[config.mk]
export PLATFORM = sky130hd
export DESIGN_NAME = pqpp_cell
export DESIGN_NICKNAME = d
export VERILOG_FILES = /design/src/rtl/pqpp_pkg.sv /design/src/rtl/pqpp_cell.sv
export SDC_FILE = /design/constraint.sdc
export NUM_CORES = 1
export LEC_CHECK = 0
export BUFFER_PORTS_ARGS = -buffer_cell sky130_fd_sc_hd__buf_2
export CAP_MARGIN = 5
export CORE_ASPECT_RATIO = 1.75
export CORE_MARGIN = 8
export CORE_UTILIZATION = 44
export CTS_BUF_LIST = sky130_fd_sc_hd__clkbuf_8
export DETAILED_ROUTE_END_ITERATION = 10
export PLACE_DENSITY = 0.81
export SYNTH_ARGS = -nofsm -noshare
export SYNTH_HDL_FRONTEND = slang
export SYNTH_SLANG_ARGS = --single-unit
[constraint.sdc]
create_clock -name clk_i -period 3.69 [get_ports clk_i]
set_input_delay 0 -clock clk_i [delete_from_list [all_inputs] [get_ports clk_i]]
set_output_delay 0 -clock clk_i [all_outputs]
set_load 0.05 [all_outputs]
[src/rtl/pqpp_pkg.sv]
// Shared types and constants of the priority queue.
package pqpp_pkg;

  localparam int unsigned DataW       = 32;
  localparam int unsigned CountOutW   = 7;
  localparam int unsigned LimitW      = 7;
  localparam int unsigned StatusW     = 2;
  localparam int unsigned CfgIndexW   = 1;
  localparam int unsigned CfgDataW    = 7;
  localparam int unsigned CapacityDef = 64;

  localparam logic [LimitW-1:0] LimitReset = 7'd64;

  typedef enum logic [StatusW-1:0] {
    StatusDone  = 2'd0,
    StatusFull  = 2'd1,
    StatusEmpty = 2'd2
  } status_e;

  typedef enum logic {
    ReqPush = 1'b0,
    ReqPop  = 1'b1
  } req_e;

  typedef enum logic [CfgIndexW-1:0] {
    RegOrderMode     = 1'b0,
    RegCapacityLimit = 1'b1
  } reg_e;

  // Operation broadcast to every cell of the chain.
  typedef struct packed {
    logic                    push;
    logic                    pop_min;
    logic signed [DataW-1:0] value;
  } op_t;

endpackage

[src/rtl/pqpp_cell.sv]
// One cell of the sorted chain: holds one entry and trades it with its neighbors.
module pqpp_cell #(
  parameter int unsigned Idx    = 0,
  parameter int unsigned CountW = 7
) (
  input  logic                              clk_i,
  input  pqpp_pkg::op_t                     op_i,
  input  logic [CountW-1:0]                 count_i,
  input  logic signed [pqpp_pkg::DataW-1:0] lo_val_i,
  input  logic                              lo_gt_i,
  input  logic signed [pqpp_pkg::DataW-1:0] hi_val_i,
  output logic signed [pqpp_pkg::DataW-1:0] val_o,
  output logic                              gt_o,
  output logic [pqpp_pkg::DataW-1:0]        top_val_o
);
  import pqpp_pkg::*;

  localparam logic [CountW-1:0] IdxC = CountW'(Idx);
  localparam logic [CountW-1:0] TopC = CountW'(Idx + 1);

  logic signed [DataW-1:0] val_q, val_d;
  logic                    occupied;
  logic                    is_top;

  assign occupied = IdxC < count_i;
  assign is_top   = count_i == TopC;

  // Entries stay sorted ascending from cell 0 upward, so gt is false below
  // the insertion point and true from it on.
  assign gt_o = !occupied || (val_q > op_i.value);

  always_comb begin
    val_d = val_q;
    if (op_i.push) begin
      if (lo_gt_i) begin
        val_d = lo_val_i;
      end else if (gt_o) begin
        val_d = op_i.value;
      end
    end else if (op_i.pop_min) begin
      val_d = hi_val_i;
    end
  end

  always_ff @(posedge clk_i) begin
    val_q <= val_d;
  end

  assign val_o     = val_q;
  assign top_val_o = is_top ? val_q : '0;

endmodule

## After elaboration in Yosys (flattened, before gate mapping)

Index checks and enable logic that the tools add are counted.

- Register bits after elaboration: 32
- Input bits: 107
- Word-level logic and storage cells: 14
- Output and inout bits: 65

- Equal/unequal tests: 2
- Order comparisons: 2
- Reductions and logical operators: 4
- Multiplexer cells: 5

Operators by type and width:

| kind | number |
|---|---|
| $mux 32 | 5 |
| $gt 32x32->1 | 1 |
| $eq 7x1->1 const B | 1 |
| $lt 1x7->1 const A | 1 |
| $ne 3x1->1 const B | 1 |
| $reduce_and 2->1 | 1 |
| $reduce_bool 2->1 | 1 |
| $logic_not 1->1 | 1 |
| $logic_or 1x1->1 | 1 |

## Longest topological paths before layout

Gate-level depths: netlist of run 1.

- Word-level depth: 6
- Depth in mapped cells: 8
- Mapped depth without buffers: 8

## Worst setup path after synthesis of run 1

Ideal clock, no wire load.

- Path kind: register to register
- From: reg val_q[14] (netlist: val_o[14])
- To: reg val_q[0] (netlist: val_o[0]) (enable)
- Data required time: 3129 ps
- Setup time: 561 ps
- Path slack: 441 ps
- Buffers on the path: 0
- Arrival: 2688 ps
- Stages on the path, launching flop included: 8
- Clock period less this slack: 3249 ps
- Cell sequence: edfxtp_1 ha_1 a21oi_2 nand2_1 a221o_1 o31a_1 a2bb2oi_2 nand3_1

- Word-level cells in the longest chain between the ends: 4

Ends and longest elaborated chain:

| what | RTL line | source |
|---|---|---|
| start: declaration | pqpp_cell.sv:21 | `logic signed [DataW-1:0] val_q, val_d;` |
| start signal: assignment | pqpp_cell.sv:46 | `val_q <= val_d;` |
| $gt 32x32->1 | pqpp_cell.sv:30 | `assign gt_o = !occupied \|\| (val_q > op_i.value);` |
| $logic_or 1x1->1 | pqpp_cell.sv:30 |  |
| $ne 3x1->1 (no source line) | - |  |
| $reduce_and 2->1 (no source line) | - |  |

No other way between the ends.
A chain may end at the register's enable or synchronous reset.

## Worst setup path after layout of run 1

- From: reg val_q[31] (netlist: val_o[31])
- To: reg val_q[18] (netlist: val_o[18]) (enable)

Same word-level chain as after synthesis.

==> reports/qor.yml, run 1 <==
cts:
  cts_tree: "done"
  cts_buffers: 5
  cts.htree.levels: 2
  root_buffer: "clkbuf_8"
  hold_buffers: 0
  cts_buffer_depth: 2
  clkTransAtPathRegs_ns: 0.06
  cts_setup_buffers: 0
  clk_latency_ns: 0.27
  cts.sinks: 32
  cts_resized: 0
floorplanning:
  coreArea_um2: 6090
  ios: 172
  die_area_um2: 9030
  fp-row-count: 38
  die_w_um: 75.3
  dieHeight_um: 120
  initial_core_util: 0.446
synth:
  yosysWarnings: 0
  syn_area_um2: 2710
  synthAdderAreaFrac: 0.148
  synth-edff-count: 32
  synth_top_flop_cell: "edfxtp_1"
  syn_inst: 303
  synth_compound_area_frac: 0.135
  ys_seq_area_frac: 0.354
  synthTopCellsByCount: "a21oi_1 (45), nor2_1 (38), inv_1 (33)"
  synth-simple-area-share: 0.179
  postSynthAreaPerCell_um2: 8.95
  yosysMostFrequentCell: "a21oi_1"
  synth_top_family_by_area: "simple AND/OR/NAND/NOR gates"
  async_reset_ff_frac: 0
  yosysTopAreaCellShare: 0.354
  syn_nets: 442
  ys_seq_elements: 32
  yosys-mux-area-fraction: 0.118
  synth_cell_type_count: 31
  synth_area_leaders: "edfxtp_1 (35%), ha_1 (15%), mux2i_1 (12%)"
  synth_top_area_cell: "edfxtp_1"
  synth_xor_area_frac: 0
timing:
  hold_viol_final: 0
  max_freq_ghz: 0.347
  drv_slew: 0
  holdWs_ns: 0.0399
  fin_tns_setup_ns: 0
  tightest_slew_ns: 1.05
  period_share: 0.782
  slew_headroom: 0.296
  rsz0062_at_grt: "no"
  setup_viol: 0
  skew_ns: 0.00343
  period_needed_ns: 2.88
drt:
  drc: 0
  vias: 2788
  post_drt_wl_per_cell_um: 16.0
  dr.pass1.iters: 4
  drt-initial-drc-count: 83
  viasPerCell: 5.09
  ant_nets: 0
  wirelength_mm: 8.76
placement:
  place_hpwl_mm: 7.38
  port_buffers: 171
  gp_congestion: 0.901
  numPlacedInstances: 543
worst_setup_path:
  criticalPathCategory: "reg -> reg"
  crit_path_end_kind: "flop"
  cp_max_fo: 17
  worstPathCellList: "ha_1 -> nand4_1 -> nor4_1 -> a21oi_1 -> a2bb2oi_2 -> nand3_2 -> buf_4"
  path_delay_family: "simple AND/OR/NAND/NOR gates"
  required_ns: 3.70
  reg2reg_slack_ns: 0.81
  critPathLaunchType: "flop"
  arrival_ns: 2.90
  cpPeakStageDelay_ns: 0.49
  reg2reg_from: "val_o[31]"
  r2r_end: "val_o[18]"
  critPathBufInv: 1
  reg2reg_depth: 7
  crit_path_top_delay_cell: "nor4_1"
final_layout:
  drive_gt1_frac: 0.391
  instances_no_fill: 548
  area_growth_pct: 36.8
  fin_nets: 609
  largest_reg_flops: 32
  diodes: 0
global_route:
  grt_first_pass_wirelength_mm: 13.7
  antenna_found_initial: 0
  grt_max_degree: 46
  grt_pass1_vias: 3069
  grt.overflow.total: 0
  track_usage: 0.195
power:
  ir_worst_vdd_mv: 0.242
  p_leak_nw: 2.01
  power_density_nw_per_um2: 361
hold_path:
  hp-class: "in -> reg"
  holdPathStages: 3
  worstHoldStart: "hi_val_i[26]"
  holdPathEnd: "val_o[26]"
run:
  maxCapViolCount: 0
outcome:
  status: "finished clean"
==> placed cells by master, fill, tap and decap left out, drive strengths merged, types with 2 or more instances in the layout <==
master / n
nor4: 3
buf: 174
ha: 32
and2: 31
edfxtp: 32
a2bb2oi: 2
nor2: 38
inv: 33
nand3: 4
clkbuf: 5
o21ai: 4
mux2i: 32
nand4: 8
a21oi: 46
o211ai: 2
nand2: 9
==> power by group <==
part           switching [W]  internal, W  leakage, nW
sequential         0.0000380     0.000474        0.317
clock               0.000114     0.000121       0.0359
combinational       0.000403     0.000188         1.65
total               0.000555     0.000783         2.01
==> area by class of cell <==
cell class                 instances  area, um2
tap                               80        100
multi-input combinational        224       1580
sequential                        32        961
fill                             559       2380
inverter                          33        124
clock buffer                       5       68.8
timing repair buffer             174        878
==> stage by stage <==
| stage | utilization | area, um2 | power (W) | worst slack, ns |
|---|---|---|---|---|
| floorplan | - | 2710 | 0.000924 | 0.441 |
| global placement | 0.598 | 3640 | 0.00110 | 0.840 |
| detailed placement | 0.598 | 3640 | 0.00112 | 0.778 |
| CTS | 0.610 | 3710 | 0.00135 | 0.759 |
| global route | 0.610 | 3710 | 0.00142 | 0.509 |
| finish | 0.610 | 3710 | 0.00134 | 0.805 |
==> cell families (layout without fill, tap and decap cells) <==
family / count (synthesis) / after routing
simple gates: 97 / 97
fa+ha+maj: 32 / 32
buf+inv: 47 / 212
flops: 32 / 32
mux: 32 / 32
compound gates: 63 / 63
==> per-layer routing <==
metal,part of all wire,vias to the layer above,GRT usage
met2,0.57,114,0.388
met4,0.019,0,0.0642
li1,-,1405,-
met5,0,-,0
met1,0.34,1257,0.181
met3,0.073,12,0.0359
==> worst register-to-register path: stages, from the launching register on <==
cell and delay, ns:
edfxtp_1 0.41, ha_1 0.40, nand4_1 0.20, nor4_1 0.49
a21oi_1 0.20, a2bb2oi_2 0.18, nand3_2 0.37, buf_4 0.37
==> worst max-delay path by stage <==
stage / from / end / slack [ns] / depth (start not counted)
after global placement: val_o[31] / val_o[18] / 0.84 / 7
final: val_o[31] / val_o[18] / 0.81 / 7
after CTS: val_o[31] / val_o[18] / 0.76 / 7
after global routing: val_o[31] / val_o[31] / 0.51 / 7
after detailed placement: val_o[31] / val_o[19] / 0.78 / 7
after floorplan: val_o[14] / val_o[0] / 0.44 / 7
(Power assumes the default switching activity.)
==> run 2, diff against run 1 <==
--- a/config.mk
+++ b/config.mk
@@ -9,10 +9,10 @@
 export CAP_MARGIN = 5
 export CORE_ASPECT_RATIO = 1.75
 export CORE_MARGIN = 8
-export CORE_UTILIZATION = 44
+export CORE_UTILIZATION = 40
 export CTS_BUF_LIST = sky130_fd_sc_hd__clkbuf_8
 export DETAILED_ROUTE_END_ITERATION = 10
-export PLACE_DENSITY = 0.81
+export PLACE_DENSITY = 0.78
 export SYNTH_ARGS = -nofsm -noshare
 export SYNTH_HDL_FRONTEND = slang
 export SYNTH_SLANG_ARGS = --single-unit
==> constraint.sdc (replaced) <==
create_clock -name clk_i -period 2.35 [get_ports clk_i]
set_input_delay 0 -clock clk_i [delete_from_list [all_inputs] [get_ports clk_i]]
set_output_delay 0 -clock clk_i [all_outputs]
set_load 0.05 [all_outputs]
==> run 2 against run 1 <==
Clock power grew 63%. Design area grew 8.0%. Non-clock buffer count grew 15.
==> reports/qor.yml, run 2 (synthesized netlist as in run 1, its figures left out) <==
floorplanning:
  initial_core_util: 0.415  # was 0.446
  coreArea_um2: 6540  # was 6090 um2
  fp-row-count: 39  # was 38
  ios: 172  # unchanged
  die_area_um2: 9770  # was 9030 um2
  dieHeight_um: 125  # was 120 um
  die_w_um: 78.2  # was 75.3 um
power:
  pwr-share-comb: 0.470  # was 0.441
  intPower_w: 0.00132  # was 0.000783 W
  seqPwrFrac: 0.360  # was 0.383
  p_leak_nw: 2.11  # was 2.01 nW
  ir_worst_vdd_mv: 0.495  # was 0.242 mV
  fin_total_pwr_w: 0.00225  # was 0.00134 W
  clock_power_share: 0.170  # was 0.176
  swShare: 0.411  # was 0.415
  power_density_nw_per_um2: 560  # was 361 nW/um2
  power.switching_w: 0.000924  # was 0.000555 W
timing:
  max_freq_ghz: 0.436  # was 0.347 GHz
  tightest_slew_ns: 0.652  # was 1.05 ns
  period_needed_ns: 2.30  # was 2.88 ns
  skew_ns: 0.00391  # was 0.00343 ns
  setup_viol: 0  # unchanged
  slew_headroom: 0.566  # was 0.296
  period_share: 0.977  # was 0.782
  hold_viol_final: 0  # unchanged
  holdWs_ns: 0.0436  # was 0.0399 ns
  drv_slew: 0  # unchanged
worst_setup_path:
  criticalPathCategory: "reg -> reg"  # unchanged
  critPathBufInv: 1  # unchanged
  path_delay_family: "compound AO/OA/AOI/OAI gates"  # was simple AND/OR/NAND/NOR gates
  cpPeakStageDelay_ns: 0.41  # was 0.49 ns
  cp_max_fo: 16  # was 17
  arrival_ns: 2.33  # was 2.90 ns
  crit_path_top_delay_cell: "edfxtp_1"  # was nor4_1
  reg2reg_slack_ns: 0.05  # was 0.81 ns
  critPathLaunchType: "flop"  # unchanged
  worstPathCellList: "ha_1 -> nand4_1 -> nor2_1 -> a221o_1 -> o31a_1 -> a2bb2oi_2 -> nand3_4 -> buf_12"  # was ha_1 -> nand4_1 -> nor4_1 -> a21oi_1 -> a2bb2oi_2 -> nand3_2 -> buf_4
  crit_path_end_kind: "flop"  # unchanged
  required_ns: 2.39  # was 3.70 ns
drt:
  ant_nets: 0  # unchanged
  dr.pass1.iters: 4  # unchanged
  post_drt_wl_per_cell_um: 16.6  # was 16.0 um
  vias: 2884  # was 2788
  drc: 0  # unchanged
  wirelength_mm: 9.43  # was 8.76 mm
  viasPerCell: 5.07  # was 5.09
  drt-initial-drc-count: 103  # was 83
cts:
  cts_buffer_depth: 2  # unchanged
  clkTransAtPathRegs_ns: 0.06  # about the same
  cts.sinks: 32  # unchanged
  root_buffer: "clkbuf_8"  # unchanged
  cts_tree: "done"  # unchanged
  hold_buffers: 0  # unchanged
  cts_buffers: 5  # unchanged
  clk_latency_ns: 0.27  # about the same
  cts.htree.levels: 2  # unchanged
final_layout:
  fin_util: 0.613  # was 0.610
  multi_input_area_um2: 1720  # was 1580 um2
  instances_no_fill: 569  # was 548
  largest_reg_flops: 32  # unchanged
  mostFrequentLayoutCell: "buf_2"  # unchanged
  regArea_um2: 961  # unchanged
  final_cell_mix: "buf_2 (170), a21oi_1 (42), nor2_1 (37), inv_1 (35)"  # was buf_2 (171), a21oi_1 (45), nor2_1 (37), inv_1 (33)
  fin_nets: 624  # was 609
  area_growth_pct: 47.8  # was 36.8%
  drive_gt1_frac: 0.436  # was 0.391
  fill_cells: 590  # was 559
outcome:
  status: "finished clean"  # unchanged
global_route:
  grt.overflow.total: 0  # unchanged
  grt_first_pass_wirelength_mm: 14.7  # was 13.7 mm
  grt_max_degree: 53  # was 46
  track_usage: 0.186  # was 0.195
  antenna_found_initial: 1  # was 0
  grt_pass1_vias: 3097  # was 3069
hold_path:
  hp-class: "in -> reg"  # unchanged
placement:
  gp_congestion: 0.889  # was 0.901
  numPlacedInstances: 550  # was 543
  place_hpwl_mm: 7.82  # was 7.38 mm
  port_buffers: 171  # unchanged
run:
  maxCapViolCount: 0  # unchanged
-- run 2: cell count changes in the layout (fill, tap and decap cells not counted), moves of 2 or more --
cell     delta
buf_12      +2
inv_1       +2
buf_4      +13
ha_4        +8
ha_1        -8
a21oi_2     +3
a21oi_1     -3
-- run 2: final cells by class --
| type | count | area share |
|---|---|---|
| Clock inverter | 3 | 0.00281 |
| Antenna cell | 1 | 0.000624 |
| Inverter | 33 | 0.0309 |
| Multi-Input combinational cell | 224 | 0.428 |
| Timing Repair Buffer | 189 | 0.255 |
| Clock buffer | 5 | 0.0172 |
| Tap cell | 82 | 0.0256 |
| Sequential cell | 32 | 0.240 |
-- run 2: metrics by stage --
stage	TNS [ns]	instance area [um2]	worst slack, ns
floorplan	-6.85	2750	-0.214
global placement	0	3740	0.140
detailed placement	0	3740	0.0266
CTS	0	3820	0.0332
global route	-1.41	4010	-0.0481
finish	0	4010	0.0541
-- run 2: path summary, 6_finish.rpt --
path,endpoint,start,depth (start not counted)
max,val_o[1],val_o[15],8
min,val_o[3],hi_val_i[3],3
max reg2reg,val_o[1],val_o[15],8
min reg2reg,val_o[19],val_o[15],6
-- run 2: timing repair --
action                                  4_1_cts  5_1_grt
endpoints found under the setup margin        1       33
gates cloned                                  0        0
buffers inserted                              0       10
gates resized for setup                       2       14
pin swaps                                     0       14
hold endpoints to repair                      0        0
-- run 2: power groups by stage --
stage	logic [W]	clock network, W	registers [W]
final	0.00105	0.000382	0.000809
after global routing	0.00114	0.000414	0.000822
after CTS	0.000983	0.000398	0.000805
after detailed placement	0.000976	0	0.000817
after global placement	0.000952	0	0.000810
after floorplan	0.000369	0	0.00109
-- run 2: worst min-delay path, delay by kind of cell --
family	cells	cell delay [ns]
compound gates	1	0.10
buf+inv	1	0.07
simple gates	1	0.03
-- run 2: routing by layer --
metal | routed length (um) | vias up | global-route usage
met3 | 646 | 21 | 0.0535
li1 | - | 1438 | -
met5 | 10 | - | 0
met1 | 3270 | 1319 | 0.180
met4 | 294 | 2 | 0.0790
met2 | 5210 | 104 | 0.348
==> run 3, diff against run 2 <==
--- a/config.mk
+++ b/config.mk
@@ -9,10 +9,9 @@
 export CAP_MARGIN = 5
 export CORE_ASPECT_RATIO = 1.75
 export CORE_MARGIN = 8
-export CORE_UTILIZATION = 40
-export CTS_BUF_LIST = sky130_fd_sc_hd__clkbuf_8
+export CORE_UTILIZATION = 39
 export DETAILED_ROUTE_END_ITERATION = 10
-export PLACE_DENSITY = 0.78
+export PLACE_DENSITY = 0.76
 export SYNTH_ARGS = -nofsm -noshare
 export SYNTH_HDL_FRONTEND = slang
 export SYNTH_SLANG_ARGS = --single-unit
==> run 3 against run 2 <==
Sequential share of layout area down 0.067 points. Flip-flop and latch count unchanged. Critical path depth unchanged. Register-to-register slack better by 0.04 ns. Clock skew down 0.00090 ns. Cell count down 0.53%. Worst hold slack better by 0.0060 ns. Clock power up 54%. Combinational power about the same. Utilization down 2.2 points. Worst setup slack better by 0.044 ns. Critical path type unchanged. Largest power group unchanged. Highest routed layer is now met4.
==> reports/qor.yml, run 3 (synthesized netlist as in run 1, its figures left out) <==
global_route:
  grt_first_pass_wirelength_mm: 14.5  # was 14.7 mm
  track_usage: 0.178  # was 0.186
  antenna_found_initial: 0  # was 1
  grt_max_degree: 41  # was 53
  grt.overflow.total: 0  # unchanged
  grt_pass1_vias: 3116  # was 3097
placement:
  gp_congestion: 0.866  # was 0.889
  port_buffers: 171  # unchanged
  placed_area_um2: 3740  # about the same
  dp_slack_ns: 0.0830  # was 0.0266 ns
  place_hpwl_mm: 7.68  # was 7.82 mm
worst_setup_path:
  critPathLaunchType: "flop"  # unchanged
  arrival_ns: 2.28  # was 2.33 ns
  criticalPathCategory: "reg -> reg"  # unchanged
  cp_max_fo: 16  # unchanged
  reg2reg_depth: 8  # unchanged
  reg2reg_slack_ns: 0.1  # was 0.05 ns
  reg2reg_from: "val_o[13]"  # was val_o[15]
  required_ns: 2.38  # was 2.39 ns
  crit_path_end_kind: "flop"  # unchanged
  r2r_end: "val_o[0]"  # was val_o[1]
outcome:
  status: "finished clean"  # unchanged
drt:
  drc: 0  # unchanged
  top_layer: "met4"  # was met5
  viasPerCell: 5.02  # was 5.07
  dr_wl_met3_um: 551  # was 646 um
  wirelength_mm: 9.17  # was 9.43 mm
  dr.pass1.iters: 4  # unchanged
  drt-initial-drc-count: 130  # was 103
  vias: 2841  # was 2884
  ant_nets: 0  # unchanged
  wl_met1_mm: 3.16  # was 3.27 mm
  wl_met2_mm: 5.18  # was 5.21 mm
  post_drt_wl_per_cell_um: 16.2  # was 16.6 um
cts:
  cts.htree.levels: 2  # unchanged
  cts_buffer_depth: 2  # unchanged
  cts_tree: "done"  # unchanged
  clkTransAtPathRegs_ns: 0.05  # was 0.06 ns
  root_buffer: "clkbuf_16"  # was clkbuf_8
  cts_buffers: 5  # unchanged
  hold_buffers: 0  # unchanged
  clk_latency_ns: 0.27  # about the same
  cts.sinks: 32  # unchanged
final_layout:
  mostFrequentLayoutCell: "buf_2"  # unchanged
  drive_gt1_frac: 0.432  # was 0.436
  area_growth_pct: 48.2  # was 47.8%
  stdcell_area_um2: 4020  # was 4010 um2
  fin_nets: 621  # was 624
  diodes: 0  # was 1
  fill_cells: 622  # was 590
  largest_reg_flops: 32  # unchanged
  final_cell_mix: "buf_2 (170), a21oi_1 (43), nor2_1 (37), inv_1 (33)"  # was buf_2 (170), a21oi_1 (42), nor2_1 (37), inv_1 (35)
  fin_util: 0.590  # was 0.613
hold_path:
  holdPathStages: 3  # unchanged
  worstHoldStart: "hi_val_i[9]"  # was hi_val_i[3]
  hp-class: "in -> reg"  # unchanged
  holdPathEnd: "val_o[9]"  # was val_o[3]
timing:
  max_freq_ghz: 0.444  # was 0.436 GHz
  slew_headroom: 0.577  # was 0.566
  tightest_slew_ns: 0.634  # was 0.652 ns
  drv_slew: 0  # unchanged
  setup_slack_ns: 0.0977  # was 0.0541 ns
  setup_viol: 0  # unchanged
  period_needed_ns: 2.25  # was 2.30 ns
  holdWs_ns: 0.0495  # was 0.0436 ns
  period_share: 0.958  # was 0.977
  skew_ns: 0.00301  # was 0.00391 ns
  hold_viol_final: 0  # unchanged
power:
  ir_worst_vdd_mv: 0.396  # was 0.495 mV
  power_density_nw_per_um2: 605  # was 560 nW/um2
  p_leak_nw: 2.11  # about the same
floorplanning:
  initial_core_util: 0.398  # was 0.415
  dieHeight_um: 126  # was 125 um
  fp-row-count: 40  # was 39
  ios: 172  # unchanged
  die_area_um2: 9980  # was 9770 um2
  die_w_um: 79.0  # was 78.2 um
  coreArea_um2: 6810  # was 6540 um2
run:
  maxCapViolCount: 0  # unchanged
[run 3: changes by cell type in the layout (fill, tap and decap cells not counted), sizes merged]
cell | before | now
clkbuf | 5 | 7
buf | 189 | 185
inv | 35 | 33
diode | 1 | 0
[run 3: power breakdown]
part           internal, W  switching [W]  total (W)
Sequential        0.000746      0.0000643   0.000810
Combinational     0.000367       0.000664    0.00103
Clock             0.000383       0.000206   0.000590
[run 3: worst max-delay path: stages (launching register included)]
cell       delay [ns]
edfxtp_1         0.41
ha_1             0.33
nand4_1          0.16
nor2_1           0.07
a221o_1          0.29
o31a_1           0.27
a2bb2oi_2        0.17
nand3_4          0.12
buf_12           0.18
[run 3: what timing repair did]
| action | CTS | global route |
|---|---|---|
| setup buffers | 0 | 7 |
| endpoints found under the setup margin | 0 | 33 |
| hold endpoints to repair | 0 | 0 |
| gates resized for setup | 0 | 13 |
[run 3: layout make-up]
type	instances	area, um2	area share
timing repair buffer	186	996	0.248
sequential	32	961	0.239
inverter	33	124	0.0308
clock buffer	6	129	0.0321
multi-input combinational	224	1700	0.423
clock inverter	1	5.00	0.00125
tap	84	105	0.0262
[run 3: metrics by stage]
step	cells	total power [W]	setup TNS (ns)
CTS	559	0.00239	0
finish	566	0.00243	0
global route	566	0.00257	-0.163
global placement	552	0.00176	0
detailed placement	552	0.00179	0
floorplan	303	0.00146	-6.85
[run 3: worst max path at each step]
| stage | from | endpoint | slack [ns] | depth (start not counted) |
|---|---|---|---|---|
| after floorplan | val_o[5] | val_o[0] | -0.21 | 7 |
| after global placement | val_o[1] | val_o[0] | 0.14 | 8 |
| after detailed placement | val_o[30] | val_o[0] | 0.08 | 8 |
| after CTS | val_o[30] | gt_o | 0.04 | 8 |
| after global routing | val_o[1] | gt_o | -0.01 | 8 |
| final | val_o[13] | val_o[0] | 0.1 | 8 |
[run 3: layer usage]
layer,global-route usage,vias to the layer above
met5,0,-
met4,0.0724,0
met3,0.0361,20
met2,0.343,105
met1,0.174,1291
li1,-,1425
